--- src/hdl/oss_pkg.sv ---
// shared types and constants of the order statistic set
package oss_pkg;

    localparam int OSS_CAPACITY = 64;
    localparam int KEY_W        = 31;
    localparam int VALUE_W      = 32;
    localparam int RANK_W       = 6;
    localparam int IN_TDATA_W   = 40;
    localparam int OUT_TDATA_W  = 32;
    localparam int OUT_TUSER_W  = 2;

    // update command broadcast to every cell
    typedef struct packed {
        logic             ins;
        logic             ers;
        logic [KEY_W-1:0] key;
    } t_cmd;

    // what a cell shows its neighbors
    typedef struct packed {
        logic [KEY_W-1:0] key;
        logic             occ;
        logic             lt;
    } t_link;

endpackage

--- src/hdl/oss_cell.sv ---
// one slot of the sorted key chain
module oss_cell
    import oss_pkg::*;
(
    input  logic  i_clk,
    input  logic  i_rst_n,
    input  t_cmd  i_cmd,
    input  t_link i_prev,
    input  t_link i_next,
    output t_link o_link,
    output logic  o_eq
);

    logic [KEY_W-1:0] r_key;
    logic [KEY_W-1:0] n_key;
    logic             r_occ;
    logic             n_occ;
    logic             lt;

    assign lt     = r_occ && (r_key < i_cmd.key);
    assign o_eq   = r_occ && (r_key == i_cmd.key);
    assign o_link = '{key: r_key, occ: r_occ, lt: lt};

    always_comb begin
        n_key = r_key;
        n_occ = r_occ;
        if (i_cmd.ins && !lt) begin
            // slots at or above the insert point move up by one
            n_key = i_prev.lt ? i_cmd.key : i_prev.key;
            n_occ = r_occ | i_prev.occ;
        end else if (i_cmd.ers && !lt) begin
            // slots at or above the erased key pull down from above
            n_key = i_next.key;
            n_occ = i_next.occ;
        end
    end

    always_ff @(posedge i_clk) begin
        r_key <= n_key;
        if (!i_rst_n) begin
            r_occ <= 1'b0;
        end else begin
            r_occ <= n_occ;
        end
    end

endmodule

--- config.mk ---
export PLATFORM = sky130hd
export DESIGN_NAME = oss_cell
export DESIGN_NICKNAME = d
export VERILOG_FILES = /design/src/hdl/oss_pkg.sv /design/src/hdl/oss_cell.sv
export SDC_FILE = /design/constraint.sdc
export NUM_CORES = 1
export LEC_CHECK = 0
export BUFFER_PORTS_ARGS = -buffer_cell sky130_fd_sc_hd__buf_4
export CORE_UTILIZATION = 47
export CTS_CLUSTER_DIAMETER = 40
export CTS_CLUSTER_SIZE = 25
export DETAILED_ROUTE_END_ITERATION = 10
export GPL_ROUTABILITY_DRIVEN = 0
export PLACE_DENSITY_LB_ADDON = 0.12
export SYNTH_ARGS = -nofsm -noshare
export SYNTH_HDL_FRONTEND = slang
export SYNTH_SLANG_ARGS = --single-unit
export TNS_END_PERCENT = 5
--- constraint.sdc ---
create_clock -name i_clk -period 5.05 [get_ports i_clk]
set_input_delay 1.01 -clock i_clk [delete_from_list [all_inputs] [get_ports i_clk]]
set_output_delay 1.01 -clock i_clk [all_outputs]
set_load 0.005 [all_outputs]
# After elaboration in Yosys (flattened, before gate mapping)

Index checks and enable logic that the tools add are counted.

Register bits after elaboration: 32
Output and inout port bits: 34
Input port bits: 101

Bitwise gates (word level): 1
$lt $le $gt $ge: 1
Mux-type cells: 5
Reduce and logical (&&, ||, !) cells: 6
Eq/ne operators: 1

Operators with widths:

| cell                | count |
|---|---|
| 31-bit two-way mux  | 3 |
| 31-bit == test      | 1 |
| 31-bit < comparator | 1 |
| 1-bit logical AND   | 4 |
| 1-bit two-way mux   | 2 |
| 2-bit nonzero test  | 1 |
| 1-bit logical NOT   | 1 |
| 1-bit OR            | 1 |

# Depth between registers and ports, before layout

Gate-level depths: netlist (run 1).

Depth in word-level cells: 6
Depth in mapped cells: 9

# Least setup slack after synthesis (run 1)

No wires, ideal clock.

Path kind: input -> register
Start: input i_cmd[29] (netlist bit)
End: register r_key[0], enable pin
Library setup time: 0.420 ns
Data arrival time: 3.554 ns
Required time: 4.630 ns
Path slack: 1.076 ns
Stages on the path: 8
Buffers on the path: 0
Cell sequence: inv_1 -> ha_1 -> nand4_2 -> nor4_2 -> inv_2 -> nor3_4 -> a21oi_1 -> nor2_1

Longest elaborated chain between the ends: 5
Elaborated cells on any way between the ends: 6
Those cells by class: 1 x order compare; 5 x reduce/logical

RTL lines:

| what                                        | line                           | RTL |
|---|---|---|
| start: declaration                          | oss_cell.sv:7                  | `input t_cmd i_cmd,` |
| 31-bit < comparator *                       | oss_cell.sv:20                 | `assign lt = r_occ && (r_key < i_cmd.key);` |
| 1-bit logical AND *                         | oss_cell.sv:20                 |  |
| named net lt                                | oss_cell.sv:18                 | `logic lt;` |
| 1-bit logical NOT *                         | oss_cell.sv:27, oss_cell.sv:31 |  |
| 1-bit logical AND, on equally long branches | oss_cell.sv:27, oss_cell.sv:31 |  |
| 2-bit nonzero test (no line) *              | -                              |  |
| end signal: assignment                      | oss_cell.sv:39                 | `r_key <= n_key;` |
| end: declaration                            | oss_cell.sv:14                 | `logic [KEY_W-1:0] r_key;` |

Mark *: on every way through the listed nets, which the timed path passes. The rest lies on a longest branch.
A chain may end at the register's enable or synchronous reset.

==> results of run 1 <==
-- metal layers --
layer	part of all wire (%)	routed length, um
met1	40	2520
met2	52	3230
met3	6.2	385
met4	1.7	106
met5	0	0
-- path summary, 6_finish.rpt --
path                            startpoint         to  cells after the start
worst min register to register       r_occ      r_occ                      3
worst max register to register   r_key[29]  r_key[21]                      7
worst min-delay path                 r_occ      r_occ                      3
worst max-delay path             i_cmd[26]  o_link[0]                      9
-- power by group through the flow --
stage	clock (mW)	sequential, mW	combinational (mW)
after global routing	0.208	0.365	0.362
final	0.195	0.361	0.326
after floorplan	0	0.368	0.176
after CTS	0.198	0.362	0.331
after global placement	0	0.365	0.322
after detailed placement	0	0.367	0.329
-- area by class of cell --
class,count,area [sq um]
Timing Repair Buffer,134,1020
Tap cell,72,90.1
Clock buffer,7,76.3
Fill cell,423,1690
Inverter,33,124
Sequential cell,32,951
Multi-Input combinational cell,152,1550
Clock inverter,1,3.75
-- flip-flops by register name, indices dropped and copies added, names as in the netlist --
register and cells:
r_key 31, r_occ 1
-- synth_stat cells (2+ instances only) --
| cell type | n | area, sq um |
|---|---|---|
| inv_1 | 32 | 120 |
| clkbuf_1 | 3 | 11.3 |
| buf_4 | 2 | 15.0 |
| ha_1 | 31 | 388 |
| nor2_1 | 5 | 18.8 |
| edfxtp_1 | 31 | 931 |
| nand4_1 | 4 | 25.0 |
| nand2b_1 | 2 | 12.5 |
| mux2_4 | 30 | 450 |
| a21oi_1 | 16 | 80.1 |
| nand3_1 | 2 | 10.0 |
| nand2_1 | 12 | 45.0 |
| o21ai_0 | 5 | 25.0 |
| mux2_2 | 32 | 360 |
| buf_6 | 3 | 33.8 |
-- placed cells by master (no fill, tap or decap), drive strengths merged --
| cell type | n |
|---|---|
| a221oi | 1 |
| clkinv | 1 |
| a22oi | 1 |
| edfxtp | 31 |
| nand4 | 5 |
| buf | 134 |
| nand3b | 1 |
| nand2b | 2 |
| mux2 | 62 |
| dfxtp | 1 |
| a211oi | 1 |
| a31oi | 1 |
| nand3 | 2 |
| and3 | 1 |
| nand2 | 12 |
| ha | 31 |
| a21oi | 16 |
| o311a | 1 |
| nor2 | 5 |
| nor4 | 1 |
| inv | 33 |
| nor3 | 2 |
| o21ai | 5 |
| o211ai | 1 |
| a21boi | 1 |
| clkbuf | 7 |
-- logic make-up after synthesis --
| family | count (synthesis) | share of synthesized area, % |
|---|---|---|
| buf+inv | 41 | 6.89 |
| mux | 62 | 30.4 |
| flops | 32 | 35.6 |
| fa+ha+maj | 31 | 14.5 |
| simple gates | 31 | 6.42 |
| compound gates | 28 | 6.23 |
-- worst min-delay path, cell delays in order, from the launching register on --
cell and delay [ns]:
dfxtp_1 0.34, a21oi_1 0.12, nand2_1 0.06, o311a_1 0.11
-- through the flow --
| step | total power [mW] | cells | utilization [%] |
|---|---|---|---|
| 5_1_grt | 0.935 | 431 | 69.3 |
| 4_1_cts | 0.890 | 431 | 69.3 |
| 3_3_place_gp | 0.687 | 423 | 67.8 |
| 2_1_floorplan | 0.543 | 225 | - |
| 3_5_place_dp | 0.696 | 423 | 67.8 |
| 6_report | 0.881 | 431 | 69.3 |
==> flow_summary.ini, run 1 <==
[yosys]
post_synth_num_cell_types = 30
synth_edf_count = 31
ys_seq_area_share_pct = 35.6
syn_area_per_cell_sq_um = 11.9
synth_area_sq_um = 2670
synth_seq_cells = 32
synthFlopType = edfxtp_1
synthesis.nets = 357
yosysWarnings = 0
async_flop_share_pct = 0
syn_inst = 225

[floorplan]
die_h_um = 77.4
start_util_pct = 48.5
fp-row-count = 27
pin_count = 135
fp.dieW_um = 77.4
core_sq_um = 5510
die-area_sq_um = 5990

[sta]
fin_worst_skew_ns = 0.00373
grt_setup_unrepaired = no
setup_violations = 0
hold_viol = 0
fin_crit_sh_pct = 74.1
setup_tns_ns = 0
fmax_mhz = 267
tightestPinTransition_ns = 0.921
maxSlewViolCount = 0
setup_ws_ns = 1.31
slew_headroom_pct = 38.5
holdWs_ns = 0.680
min_period_ns = 3.74

[power_and_ir_drop]
peakVddDrop_v = 0.000138
power_density_nw_per_um2 = 231
switchingPower_mw = 0.250
power_frac_clock_pct = 22.1
p_comb_share_pct = 37.0
p_sw_share_pct = 28.4
seqPwrFrac_pct = 40.9
p_int_mw = 0.631
leakage_nw = 1.92

[placement]
place_area_sq_um = 3740
post-place-ws_ns = 1.27
port_buffers = 133
hpwl_um = 4900

[setup_path]
worstSetupPathType = in -> out
cp-start-kind = input port
critical_path.max_stage_delay_ns = 0.39
crit_required_ns = 4.04
path_cells = buf_4 -> inv_1 -> ha_1 -> a21oi_1 -> o21ai_0 -> a221oi_1 -> nand2_1 -> a21oi_1 -> buf_4
crit_slowest_cell = a221oi_1
crit_path_end_kind = primary output
ff2ff_setup_slack_ns = 2.05
cp_max_fo = 3
cp_num_buf_inv = 3
arrival_ns = 2.73
worst_path_dominant_cell_family = compound AO/OA/AOI/OAI gates

[clock_tree]
cts_buffers = 5
htreeDepth = 2
cts_resized = 0
clock_latency_ns = 0.29
cts_hold_buf = 0
cts_tree = done
clk_pin_slew_ns = 0.07
cts.path.max_buffers = 2
cts_setup_buffers = 0
root_buffer = clkbuf_8
clock_sinks = 32

[grt]
grt_first_pass_wirelength_um = 10100
grtUsageMet2_pct = 40.0
grt_overflow = 0
gr-usage-met1_pct = 24.0
busiest_layer = met2
antenna_found_initial = 0
grt_max_degree = 32
grt_pass1_vias = 2225
grtUsageMet3_pct = 5.76
grt_util_all_layers_pct = 21.6

[final_layout]
diodes = 0
area_growth_pct = 42.9
num-nets-final = 490
final_layout_size_suffix_gt1_share_pct = 57.7
fin_area_sq_um = 3820

[outcome]
status = completed

[min_path]
hold_class = reg -> reg

[routing]
routed_via_density = 4.99
drt_iter0_markers = 45
ant_nets = 0
routedWlPerCell_um = 14.5
vias = 2152
drc = 0
wirelength_um = 6240
firstDrtPassIters = 4

[flow_run]
cap_viol_max_count = 0
No activity file was read; power rests on OpenSTA's default activity.
==> run 2: changes to the inputs <==
--- a/config.mk
+++ b/config.mk
@@ -6,7 +6,7 @@
 export NUM_CORES = 1
 export LEC_CHECK = 0
 export BUFFER_PORTS_ARGS = -buffer_cell sky130_fd_sc_hd__buf_4
-export CORE_UTILIZATION = 47
+export CORE_UTILIZATION = 42
 export CTS_CLUSTER_DIAMETER = 40
 export CTS_CLUSTER_SIZE = 25
 export DETAILED_ROUTE_END_ITERATION = 10
==> constraint.sdc (replaced) <==
create_clock -name i_clk -period 3.1 [get_ports i_clk]
set_input_delay 0.62 -clock i_clk [delete_from_list [all_inputs] [get_ports i_clk]]
set_output_delay 0.62 -clock i_clk [all_outputs]
set_load 0.005 [all_outputs]
==> run 2 against run 1 <==
Count of clock-buffer cells in the layout is 1 higher. Sequential share of layout area is 0.42 points lower. Clock power is 72% higher. Worst hold slack worse by 0.10 ns. Core utilization is 4.9 points lower. Global-route usage is 2.6 points lower. Sequential cell count stayed put. Final area is 1.7% higher. Routed wire length is 0.37% lower. Combinational power is 68% higher. Power is 67% higher. Largest cell class unchanged. Highest routed layer unchanged.
==> flow_summary.ini, run 2 (synthesis gave the netlist of run 1 again) <==
[outcome]
status = completed

[setup_path]
cp_common_cell = buf_4
cp_max_fo = 3
crit_required_ns = 2.48
arrival_ns = 2.26
r2r_cells = 8
critical_path_depth = 9
crit_path_end_kind = primary output
critical_path.max_stage_delay_ns = 0.37
path_cells = buf_4 -> inv_1 -> ha_1 -> nand4_2 -> nor4_2 -> inv_2 -> nor3_4 -> and3_1 -> buf_4
worst_path_dominant_cell_family = simple AND/OR/NAND/NOR gates
worstSetupPathType = in -> out
cp_num_buf_inv = 4
cp-start-kind = input port
crit_slowest_cell = nor4_2

[routing]
ant_nets = 0
drt_iter0_markers = 28
routedWlPerCell_um = 14.2
routed_via_density = 4.94
firstDrtPassIters = 4
drc = 0
wirelength_um = 6220
vias = 2157

[sta]
slew_headroom_pct = 70.4
fin_crit_sh_pct = 92.8
grt_setup_unrepaired = no
hold_viol = 0
tightestPinTransition_ns = 0.444
maxSlewViolCount = 0
fin_worst_skew_ns = 0.00163
fmax_mhz = 347
setup_tns_ns = 0
setup_violations = 0
min_period_ns = 2.88

[clock_tree]
cts_tree = done
clock_latency_ns = 0.28
clk_pin_slew_ns = 0.06
root_buffer = clkbuf_8
cts.path.max_buffers = 2
clock_sinks = 32
htreeDepth = 2
cts_buffers = 5

[placement]
dpl.cell_count = 429
hpwl_um = 5040
port_buffers = 133

[final_layout]
num-nets-final = 493
fin_cells = 437
area_growth_pct = 45.3
final_cell_mix = buf_4 (134), inv_1 (32), mux2_2 (32), ha_1 (31), edfxtp_1 (31)
largest_register_ffs = 31
reg_top3 = r_key (31), r_occ (1)
diodes = 0
final_common_cell = buf_4
final_layout_size_suffix_gt1_share_pct = 58.6
largest_register = r_key

[grt]
antenna_found_initial = 0
grt_overflow = 0
grt_pass1_vias = 2141
grt_util_all_layers_pct = 19.0
grt_max_degree = 32
grt_first_pass_wirelength_um = 9450

[floorplan]
fp.dieW_um = 81.8
core_sq_um = 6030
die_h_um = 81.8
start_util_pct = 44.3
pin_count = 135
fp-row-count = 28
die-area_sq_um = 6680

[flow_run]
cap_viol_max_count = 0

[power_and_ir_drop]
peakVddDrop_v = 0.000195
leakage_nw = 1.95
finalPower_mw = 1.47
power_density_nw_per_um2 = 379

[min_path]
hold_class = in -> reg
holdPathStages = 2
run 2: cell types whose count changed in the layout (fill, tap and decap cells not counted):
cell,delta
clkinv_1,-1
a21oi_1,-1
buf_12,+2
clkbuf_8,+1
buf_4,+1
a21oi_2,+1
run 2: timing repair:
item	4_1_cts	5_1_grt
hold buffers	0	0
buffers inserted	0	0
setup endpoints to repair	0	1
gates resized for setup	0	1
endpoints found under the hold margin	0	0
run 2: final cells by class:
type,instances,area (sq um)
Fill cell,524,2140
Multi-Input combinational cell,152,1560
Timing Repair Buffer,137,1070
Sequential cell,32,951
Inverter,33,124
Tap cell,75,93.8
Clock buffer,8,90.1
run 2: worst paths after layout:
kind | from | to | slack (ns)
hold reg to reg | r_occ | r_occ | 0.67
setup / recovery | i_cmd[29] | o_eq | 0.22
setup reg to reg | r_key[26] | r_key[30] | 0.48
hold / removal | i_rst_n | r_occ | 0.58
run 2: power by group:
part	total (mW)	internal (mW)	switching, mW
registers	0.587	0.553	0.0334
logic	0.547	0.331	0.216
clock network	0.335	0.181	0.154
run 2: metrics by stage:
stage / instance area, sq um / worst slack, ns / hold slack (ns) / utilization, %
3_3_place_gp: 3790 / 0.121 / 0.661 / 62.9
5_1_grt: 3880 / 0.109 / 0.587 / 64.4
2_1_floorplan: 2670 / 0.0197 / 0.605 / -
3_5_place_dp: 3790 / 0.104 / 0.666 / 62.9
4_1_cts: 3880 / 0.0978 / 0.574 / 64.3
6_report: 3880 / 0.222 / 0.579 / 64.4
run 2: layer usage:
| layer | global-route usage (%) | share of wire, % | vias up |
|---|---|---|---|
| li1 | - | - | 1090 |
| met1 | 21.2 | 38 | 985 |
| met2 | 34.3 | 53 | 75 |
| met3 | 5.00 | 8.1 | 7 |
| met4 | 7.19 | 1.4 | 0 |
| met5 | 0 | 0 | - |
